File: config.mk
export PLATFORM = sky130hd
export DESIGN_NAME = afvg_front
export DESIGN_NICKNAME = d
export VERILOG_FILES = /design/src/afvg_pkg.sv /design/src/afvg_front.sv
export SDC_FILE = /design/constraint.sdc
export NUM_CORES = 1
export LEC_CHECK = 0
export ABC_AREA = 0
export BUFFER_PORTS_ARGS = -buffer_cell sky130_fd_sc_hd__buf_2
export CAP_MARGIN = 40
export CELL_PAD_IN_SITES_DETAIL_PLACEMENT = 1
export CELL_PAD_IN_SITES_GLOBAL_PLACEMENT = 2
export CORE_MARGIN = 8
export CORE_UTILIZATION = 33
export CTS_CLUSTER_DIAMETER = 50
export CTS_CLUSTER_SIZE = 40
export DETAILED_ROUTE_END_ITERATION = 12
export GPL_TIMING_DRIVEN = 1
export HOLD_SLACK_MARGIN = 0.02
export PLACE_DENSITY_LB_ADDON = 0.1
export SETUP_SLACK_MARGIN = 0.5
export SYNTH_ARGS = -nofsm -noshare
export SYNTH_HDL_FRONTEND = slang
export SYNTH_SLANG_ARGS = --single-unit
export TNS_END_PERCENT = 30
File: constraint.sdc
create_clock -name aclk -period 6.82 [get_ports aclk]
set_clock_uncertainty 0.05 [all_clocks]
set_input_delay 0.341 -clock aclk [delete_from_list [all_inputs] [get_ports aclk]]
set_output_delay 0.341 -clock aclk [all_outputs]
set_load 0.02 [all_outputs]
File: src/afvg_pkg.sv
// Shared types, widths, constants and helper functions of the arc fan vertex generator.
package afvg_pkg;

    // Sizing of the fixed fields
    localparam int INDEX_W       = 9;
    localparam int SIDES_W       = 8;
    localparam int RADIUS_W      = 15;
    localparam int ANGLE_W       = 16;
    localparam int CENTER_W      = 16;
    localparam int CFG_DATA_W    = 16;
    localparam int CFG_ADDR_W    = 3;

    // Tunable sizing
    localparam int MAX_SIDES     = 255;
    localparam int CORDIC_STAGES = 14;
    localparam int COORD_WIDTH   = 16;

    localparam int ATAN_LEN      = 24;
    localparam int CORDIC_N      = (CORDIC_STAGES < ATAN_LEN) ? CORDIC_STAGES : ATAN_LEN;

    localparam int IN_TDATA_W    = ((INDEX_W + 7) / 8) * 8;
    localparam int OUT_TDATA_W   = ((2 * COORD_WIDTH + 7) / 8) * 8;

    // Interpolation: diff * (k-1), then divide by the segment count
    localparam int DIFF_W        = ANGLE_W + 1;
    localparam int NUM_W         = DIFF_W + SIDES_W;
    localparam int DIV_STEPS     = 5;
    localparam int DIV_STAGES    = NUM_W / DIV_STEPS;

    // Angle in Q2.30
    localparam int FRAC_Q30      = 30;
    localparam int Q30_SHIFT     = FRAC_Q30 - 12;
    localparam int RED_W         = ANGLE_W + Q30_SHIFT + 1;
    localparam int Z_W           = 32;
    localparam int TRIG_W        = 32;

    localparam logic signed [RED_W-1:0] PI_Q30      = RED_W'(64'sd3373259426);
    localparam logic signed [RED_W-1:0] NEG_PI_Q30  = RED_W'(-64'sd3373259426);
    localparam logic signed [RED_W-1:0] TWO_PI_Q30  = RED_W'(64'sd6746518852);
    localparam logic signed [RED_W-1:0] HALF_PI_Q30 = RED_W'(64'sd1686629713);
    localparam logic signed [RED_W-1:0] NEG_HALF_PI_Q30 = RED_W'(-64'sd1686629713);
    localparam logic signed [TRIG_W-1:0] GAIN_Q30   = TRIG_W'(64'sd652032875);

    // Scaling: radius * trig, rounded back to Q1.14
    localparam int PROD_W        = RADIUS_W + 1 + TRIG_W;
    localparam int SCALED_W      = PROD_W - FRAC_Q30;
    localparam int SUM_W         = ((SCALED_W > COORD_WIDTH) ? SCALED_W : COORD_WIDTH) + 2;
    localparam logic signed [PROD_W-1:0] ROUND_HALF = PROD_W'(64'sd1 <<< (FRAC_Q30 - 1));
    localparam logic signed [SUM_W-1:0] COORD_MAX =
        SUM_W'((64'sd1 <<< (COORD_WIDTH - 1)) - 64'sd1);
    localparam logic signed [SUM_W-1:0] COORD_MIN = SUM_W'(-(64'sd1 <<< (COORD_WIDTH - 1)));

    // Configuration register indexes
    localparam logic [CFG_ADDR_W-1:0] REG_ARC_SIDES   = 3'd0;
    localparam logic [CFG_ADDR_W-1:0] REG_RADIUS      = 3'd1;
    localparam logic [CFG_ADDR_W-1:0] REG_START_ANGLE = 3'd2;
    localparam logic [CFG_ADDR_W-1:0] REG_END_ANGLE   = 3'd3;
    localparam logic [CFG_ADDR_W-1:0] REG_CENTER_X    = 3'd4;
    localparam logic [CFG_ADDR_W-1:0] REG_CENTER_Y    = 3'd5;

    typedef enum logic [1:0] {
        KIND_ARC,
        KIND_CENTER,
        KIND_INVALID
    } kind_t;

    typedef struct packed {
        kind_t kind;
        logic  last;
    } meta_t;

    typedef struct packed {
        logic        [RADIUS_W-1:0] radius;
        logic signed [ANGLE_W-1:0]  start_angle;
        logic signed [ANGLE_W-1:0]  end_angle;
        logic signed [CENTER_W-1:0] center_x;
        logic signed [CENTER_W-1:0] center_y;
    } cfg_t;

    // Arctangent of 2^-i in Q2.30
    function automatic logic signed [Z_W-1:0] atan_q30(input int i);
        logic signed [Z_W-1:0] v;
        case (i)
            0:       v = 32'sd843314857;
            1:       v = 32'sd497837829;
            2:       v = 32'sd263043837;
            3:       v = 32'sd133525159;
            4:       v = 32'sd67021687;
            5:       v = 32'sd33543516;
            6:       v = 32'sd16775851;
            7:       v = 32'sd8388437;
            8:       v = 32'sd4194283;
            9:       v = 32'sd2097149;
            10:      v = 32'sd1048576;
            11:      v = 32'sd524288;
            12:      v = 32'sd262144;
            13:      v = 32'sd131072;
            14:      v = 32'sd65536;
            15:      v = 32'sd32768;
            16:      v = 32'sd16384;
            17:      v = 32'sd8192;
            18:      v = 32'sd4096;
            19:      v = 32'sd2048;
            20:      v = 32'sd1024;
            21:      v = 32'sd512;
            22:      v = 32'sd256;
            23:      v = 32'sd128;
            default: v = '0;
        endcase
        return v;
    endfunction

    function automatic logic signed [COORD_WIDTH-1:0] sat_coord(input logic signed [SUM_W-1:0] v);
        logic signed [SUM_W-1:0] c;
        if (v > COORD_MAX) begin
            c = COORD_MAX;
        end else if (v < COORD_MIN) begin
            c = COORD_MIN;
        end else begin
            c = v;
        end
        return COORD_WIDTH'(c);
    endfunction

endpackage

File: src/afvg_front.sv
// Index decode and angle-difference multiply: first two pipeline stages.
module afvg_front (
    input  logic                          aclk,
    input  logic                          aresetn,
    input  afvg_pkg::cfg_t                cfg,
    input  logic [afvg_pkg::SIDES_W-1:0]  sides,
    input  logic                          in_valid,
    output logic                          in_ready,
    input  logic [afvg_pkg::INDEX_W-1:0]  in_index,
    output logic                          out_valid,
    input  logic                          out_ready,
    output afvg_pkg::meta_t               out_meta,
    output logic                          out_neg,
    output logic [afvg_pkg::NUM_W-1:0]    out_mag
);
    import afvg_pkg::*;

    logic                 s1_valid_reg, s2_valid_reg;
    logic                 s1_rdy, s2_rdy;
    meta_t                s1_meta_reg, s1_meta_next, s2_meta_reg;
    logic [SIDES_W-1:0]   s1_km1_reg, s1_km1_next;
    logic                 s2_neg_reg, s2_neg_next;
    logic [NUM_W-1:0]     s2_mag_reg, s2_mag_next;

    logic [INDEX_W:0]     lim;
    logic [INDEX_W:0]     idx_ext;
    logic signed [DIFF_W-1:0] diff;
    logic signed [NUM_W:0]    num;

    assign s2_rdy   = !s2_valid_reg || out_ready;
    assign s1_rdy   = !s1_valid_reg || s2_rdy;
    assign in_ready = s1_rdy;

    // Stage 1: classify the index
    assign lim     = (INDEX_W + 1)'(sides) + (INDEX_W + 1)'(1);
    assign idx_ext = {1'b0, in_index};

    always_comb begin
        s1_meta_next.last = 1'b0;
        if (in_index == '0) begin
            s1_meta_next.kind = KIND_CENTER;
        end else if (idx_ext > lim) begin
            s1_meta_next.kind = KIND_INVALID;
        end else begin
            s1_meta_next.kind = KIND_ARC;
            s1_meta_next.last = (idx_ext == lim);
        end
        s1_km1_next = SIDES_W'(in_index - INDEX_W'(1));
    end

    // Stage 2: diff * (k-1), split into sign and magnitude
    assign diff = $signed({cfg.end_angle[ANGLE_W-1], cfg.end_angle})
                - $signed({cfg.start_angle[ANGLE_W-1], cfg.start_angle});
    assign num  = diff * $signed({1'b0, s1_km1_reg});

    always_comb begin
        s2_neg_next = num[NUM_W];
        s2_mag_next = s2_neg_next ? NUM_W'(-num) : NUM_W'(num);
    end

    always_ff @(posedge aclk) begin
        if (!aresetn) begin
            s1_valid_reg <= 1'b0;
            s2_valid_reg <= 1'b0;
        end else begin
            if (s1_rdy) s1_valid_reg <= in_valid;
            if (s2_rdy) s2_valid_reg <= s1_valid_reg;
        end
    end

    always_ff @(posedge aclk) begin
        if (s1_rdy) begin
            s1_meta_reg <= s1_meta_next;
            s1_km1_reg  <= s1_km1_next;
        end
        if (s2_rdy) begin
            s2_meta_reg <= s1_meta_reg;
            s2_neg_reg  <= s2_neg_next;
            s2_mag_reg  <= s2_mag_next;
        end
    end

    assign out_valid = s2_valid_reg;
    assign out_meta  = s2_meta_reg;
    assign out_neg   = s2_neg_reg;
    assign out_mag   = s2_mag_reg;

endmodule

-- Word-level counts from Yosys, hierarchy flattened
Cells that the tools add are included.
- bits of input ports: 100
- flip-flop bits (word level): 42
- output and inout bits: 31
- word-level logic and storage cells: 24
- eq/ne operators: 1
- $add $sub $neg: 4
- muxes and demuxes: 2
- reductions and logical operators: 6
- multiply operators: 1
- magnitude comparators: 1
- operator list (cell ; number):
    multiplier 17 x 9 -> 26 bit ; 1
    2-to-1 mux 25 bit ; 1
    negation 25 bit ; 1
    subtractor 16 x 16 -> 17 bit ; 1
    adder 8 x 1 -> 9 bit (second input constant) ; 1
    equality test 9 bit ; 1
    > comparator 9 bit ; 1
    zero test 9 bit ; 1
    subtractor 8 x 1 -> 8 bit (second input constant) ; 1
    zero test 1 bit ; 2
    logical OR 1 bit ; 2
    2-to-1 mux 2 bit ; 1
    OR reduction 2 bit ; 1

-- Longest topological paths before layout
- depth in word-level cells: 4
- gate-level depth with buffers: 32
- mapped depth without buffers: 30

-- Least setup slack after synthesis
Ideal clock, no wire load.
- kind: input-to-reg
- from: input cfg[49] (netlist name)
- to: register s2_mag_reg[24] (netlist: out_mag[24]), data pin
- data arrival time: 7.180 ns
- cell stages on the path: 28
- library setup time: 0.279 ns
- buffers on the path: 2
- required time: 6.491 ns
- setup slack: -0.689 ns
- cell sequence: inv_1 > ha_1 > a21o_1 > a21oi_1 > o21ai_0 > a31o_2 > a211oi_1 > nor3_1 > or2_2 > clkbuf_1 > clkbuf_1 > nor3b_1 > fa_1 > fa_1 > fa_1 > inv_1 > fa_1 > inv_1 > ha_1 > a21o_1 > a31oi_1 > o21ai_0 > a31o_2 > o31a_1 > o21ai_0 > mux2_2 > a2111oi_0 > xor2_1
- longest elaborated chain between the ends: 4
- RTL lines (what ; line ; source):
    from (decl) ; afvg_front.sv:5 ; input afvg_pkg::cfg_t cfg,
    subtractor 16 x 16 -> 17 bit * ; afvg_front.sv:53 ; - $signed({cfg.start_angle[ANGLE_W-1], cfg.start_angle});
    multiplier 17 x 9 -> 26 bit * ; afvg_front.sv:54 ; assign num = diff * $signed({1'b0, s1_km1_reg});
    negation 25 bit ; afvg_front.sv:58 ; s2_mag_next = s2_neg_next ? NUM_W'(-num) : NUM_W'(num);
    2-to-1 mux 25 bit * ; afvg_front.sv:58 ;
    net s2_mag_next[24] ; afvg_front.sv:23 ; logic [NUM_W-1:0] s2_mag_reg, s2_mag_next;
    to (signal assigned) ; afvg_front.sv:79 ; s2_mag_reg <= s2_mag_next;
    to (decl) ; afvg_front.sv:23 ;
Mark *: on every way through the listed nets, which the timed path passes. The rest lies on a longest branch.
A chain may end at the register's enable or synchronous reset.

-- Worst setup path after layout
- from: input cfg[33] (netlist name)
- to: register s2_mag_reg[24] (netlist: out_mag[24]), data pin
The elaborated chain is that of the path after synthesis.

==> impl_summary.log <==
INFO  metric worst_hold_class = input pin to flip-flop
INFO  metric globalRouteMet3Util = 1.40%
INFO  metric die_height = 176 um
INFO  metric largest_stage_delay_on_the_critical_path = 550 ps
INFO  metric final.setup.worst_slack = -269 ps
INFO  metric detail_route.wirelength = 25.3 mm
INFO  metric antenna_found_initial = 0
INFO  metric tritoncts_clock_tree = yes
INFO  metric worst_reg2reg_path_endpoint = out_mag[24]$_DFFE_PP_
INFO  metric critical_path.startpoint_type = input pin
INFO  metric timing.slew.headroom = 46.9%
INFO  metric arrival_time_of_the_worst_setup_path = 7060 ps
INFO  metric maxClockFrequency = 141 MHz
INFO  metric post-dp-hpwl = 20.6 mm
INFO  metric post_route_cells_drive_above_1_share = 37.5%
INFO  metric worst_hold_path_stage_count = 2
INFO  metric syn-instance-count = 953
INFO  metric synth_edf_count = 40
INFO  metric critical_path_fanout_max = 7
INFO  metric mappedNetlistNets = 1,242
INFO  metric run_status = complete, but fails checks
INFO  metric fin_nets = 1,524
INFO  metric timing.hold.worst.start = aresetn
INFO  metric rr_startpoint = s1_km1_reg[3]$_DFFE_PP_
INFO  metric hold_path_end = out_valid$_SDFFE_PN0P_
INFO  metric grt_use_met2 = 32.0%
INFO  metric reg_clk_slew_reported_paths = 60 ps
INFO  metric criticalPathCategory = input pin to flip-flop
INFO  metric dominantRegCellSynth = edfxtp_1
INFO  metric route.detailed.drc = 0
INFO  metric reg2reg_slack = 590 ps
INFO  metric globalRouteMet1Util = 20.3%
INFO  metric final_common_cell = buf_4
INFO  metric vias_per_cell = 4.82
INFO  metric grt_pass1_wl = 42.4 mm
INFO  metric timing.final.crit_period = 7090 ps
INFO  metric worstPathRequired = 6790 ps
INFO  metric total_via_count_in_the_routed_design = 7,553
INFO  metric flop_and_latch_count_out_of_synthesis = 42
INFO  metric synth_area = 8430 um^2
INFO  metric htree_levels = 2
INFO  metric finalHoldWorstSlack = 229 ps
INFO  metric slew_violations = 0
INFO  metric clock_tree.buffer_depth = 2
INFO  metric count_of_synthesis_stage_warnings_from_yosys = 0
INFO  metric fin_crit_sh = 104%
INFO  metric die_w = 176 um
INFO  metric netlist-cell-type-count = 68
INFO  metric areaGrowthSynthToFinish = 42.2%
INFO  metric die_area = 30,900 um^2
INFO  metric sinks_on_the_clock_net = 42
INFO  metric number_of_flip_flops_in_the_largest_register = 25
INFO  metric port-buffer-count = 83
INFO  metric postRouteAntennaNets = 0
INFO  metric setup.worst_path.end_class = flip-flop
INFO  metric cts_made_buffers = 5
INFO  metric failed_checks = negative setup slack
INFO  metric hold_viol = 0
INFO  metric first_pass_iters = 4
INFO  metric grt_start_max_net_pins = 24
INFO  metric worst_reg2reg_path_length_in_cells = 19
INFO  metric critPathSlowestCell = fa_2
INFO  metric grt_setup_unrepaired = true
INFO  metric globalRoute.busiestLayer = met2
INFO  metric synth.yosys.seq_area_share = 14.7%
INFO  metric num_io_pins = 131
INFO  metric insertedDiodeCount = 0
INFO  metric aggregate_global_routing_overflow = 0
INFO  metric drv.max_cap_violation_count = 0
INFO  metric first_global_vias = 8,628
INFO  metric globalplace.congestion = 0.803
INFO  metric start_util = 33.6%
INFO  metric synth_async_sr_flop_share = 0%
INFO  metric clk-insertion-delay-late = 280 ps
INFO  metric track_usage = 16.7%
INFO  metric row_cnt = 58
INFO  metric placeableCoreArea = 25,100 um^2
INFO  metric clockRootBuffer = clkbuf_16
INFO  metric dr_wl_cell = 16.1 um
INFO  metric critical_path.most_common_cell = buf_4
INFO  metric synth.avg_cell_area = 8.84 um^2
INFO  metric initialDrtViolationCount = 255
INFO  metric layout_common_cells = buf_4 (211), inv_1 (181), fa_1 (105)
INFO  metric setup-violations-final = 21
INFO  metric tightestPinTransition = 797 ps
-- metrics by stage --
| step | setup TNS [ps] | util [%] | cells | setup slack [ps] | area, um^2 |
|---|---|---|---|---|---|
| floorplan | -129 | - | 953 | -69.9 | 8790 |
| global placement | -10310 | 42.6 | 1501 | -658 | 10700 |
| detailed placement | -12300 | 42.7 | 1502 | -771 | 10700 |
| CTS | -2120 | 46.2 | 1549 | -245 | 11600 |
| global route | -8760 | 47.7 | 1566 | -498 | 12000 |
| finish | -1400 | 47.7 | 1566 | -269 | 12000 |
-- worst max-delay path by stage --
stage	start	to	slack, ps	cells past startpoint
2_1_floorplan	cfg[32]	out_mag[24]$_DFFE_PP_	-70	30
3_3_place_gp	cfg[32]	out_mag[23]$_DFFE_PP_	-660	30
3_5_place_dp	cfg[32]	out_mag[24]$_DFFE_PP_	-770	30
4_1_cts	cfg[32]	out_mag[24]$_DFFE_PP_	-250	32
5_1_grt	cfg[33]	out_mag[24]$_DFFE_PP_	-500	31
6_report	cfg[33]	out_mag[24]$_DFFE_PP_	-270	31
-- logic make-up (layout without fill, tap and decap cells) --
family	after synthesis	after routing	synth area share, %
flip-flops	42	42	14.7
buffers and inverters	230	513	10.5
XOR/XNOR	67	67	6.96
AO/OA/AOI/OAI	139	139	11.9
AND/OR/NAND/NOR	285	285	18.0
multiplexers	1	1	0.134
adder cells (fa/ha/maj)	189	189	37.8
-- routing by layer --
layer | share of wire (%) | routed length, um | vias up
met5 | 0 | 0 | -
met4 | 0.59 | 150 | 0
met3 | 1.6 | 412 | 13
met2 | 54 | 13700 | 54
met1 | 44 | 11000 | 3822
li1 | - | - | 3664
-- cell type report --
class / instances / area, um^2
flip-flops and latches: 42 / 1240
clock buffers: 5 / 125
clock inverters: 3 / 45.0
inverters: 196 / 746
repair buffers: 309 / 2270
multi-input cells: 681 / 7140
fillers: 2953 / 13100
well taps: 330 / 413
-- timing repair --
action / CTS / global route
resized for setup: 70 / 57
setup endpoints to repair: 25 / 25
hold buffers: 0 / 0
cloned: 2 / 1
buffers inserted: 37 / 16
pin swaps: 95 / 50
-- critical path: cells and delay by family --
| family | cells | cell delay, ps |
|---|---|---|
| compound gates | 14 | 2550 |
| xor+xnor | 1 | 130 |
| fa+ha+maj | 6 | 2440 |
| buf+inv | 8 | 840 |
| mux | 1 | 370 |
| simple gates | 1 | 390 |
-- cells in the mapped netlist, drive strengths merged, types with 3 or more instances --
library cell	count	area [um^2]
nand4	7	43.8
o211ai	13	103
and2	61	382
edfxtp	40	1200
o21ai	19	95.1
nand2b	8	50.1
or3	9	56.3
ha	80	1000
nor3b	6	45.0
nand2	77	289
a21o	11	83.8
nor2	32	120
buf	5	40.0
nor3	19	100
nand3	22	115
nor2b	16	100
a21oi	28	144
nor4	5	31.3
a311oi	9	78.8
a31oi	3	18.8
clkbuf	29	109
nand3b	7	52.6
xor2	19	166
fa	109	2180
o31ai	11	82.6
xnor2	48	420
a2111oi	3	26.3
a211oi	8	65.1
and3b	3	26.3
or2	3	18.8
inv	196	736
o311ai	6	52.6
o21a	10	77.6
Power is not shown: default switching activity piles up to over one toggle a cycle in this logic, so the estimate is an artifact.
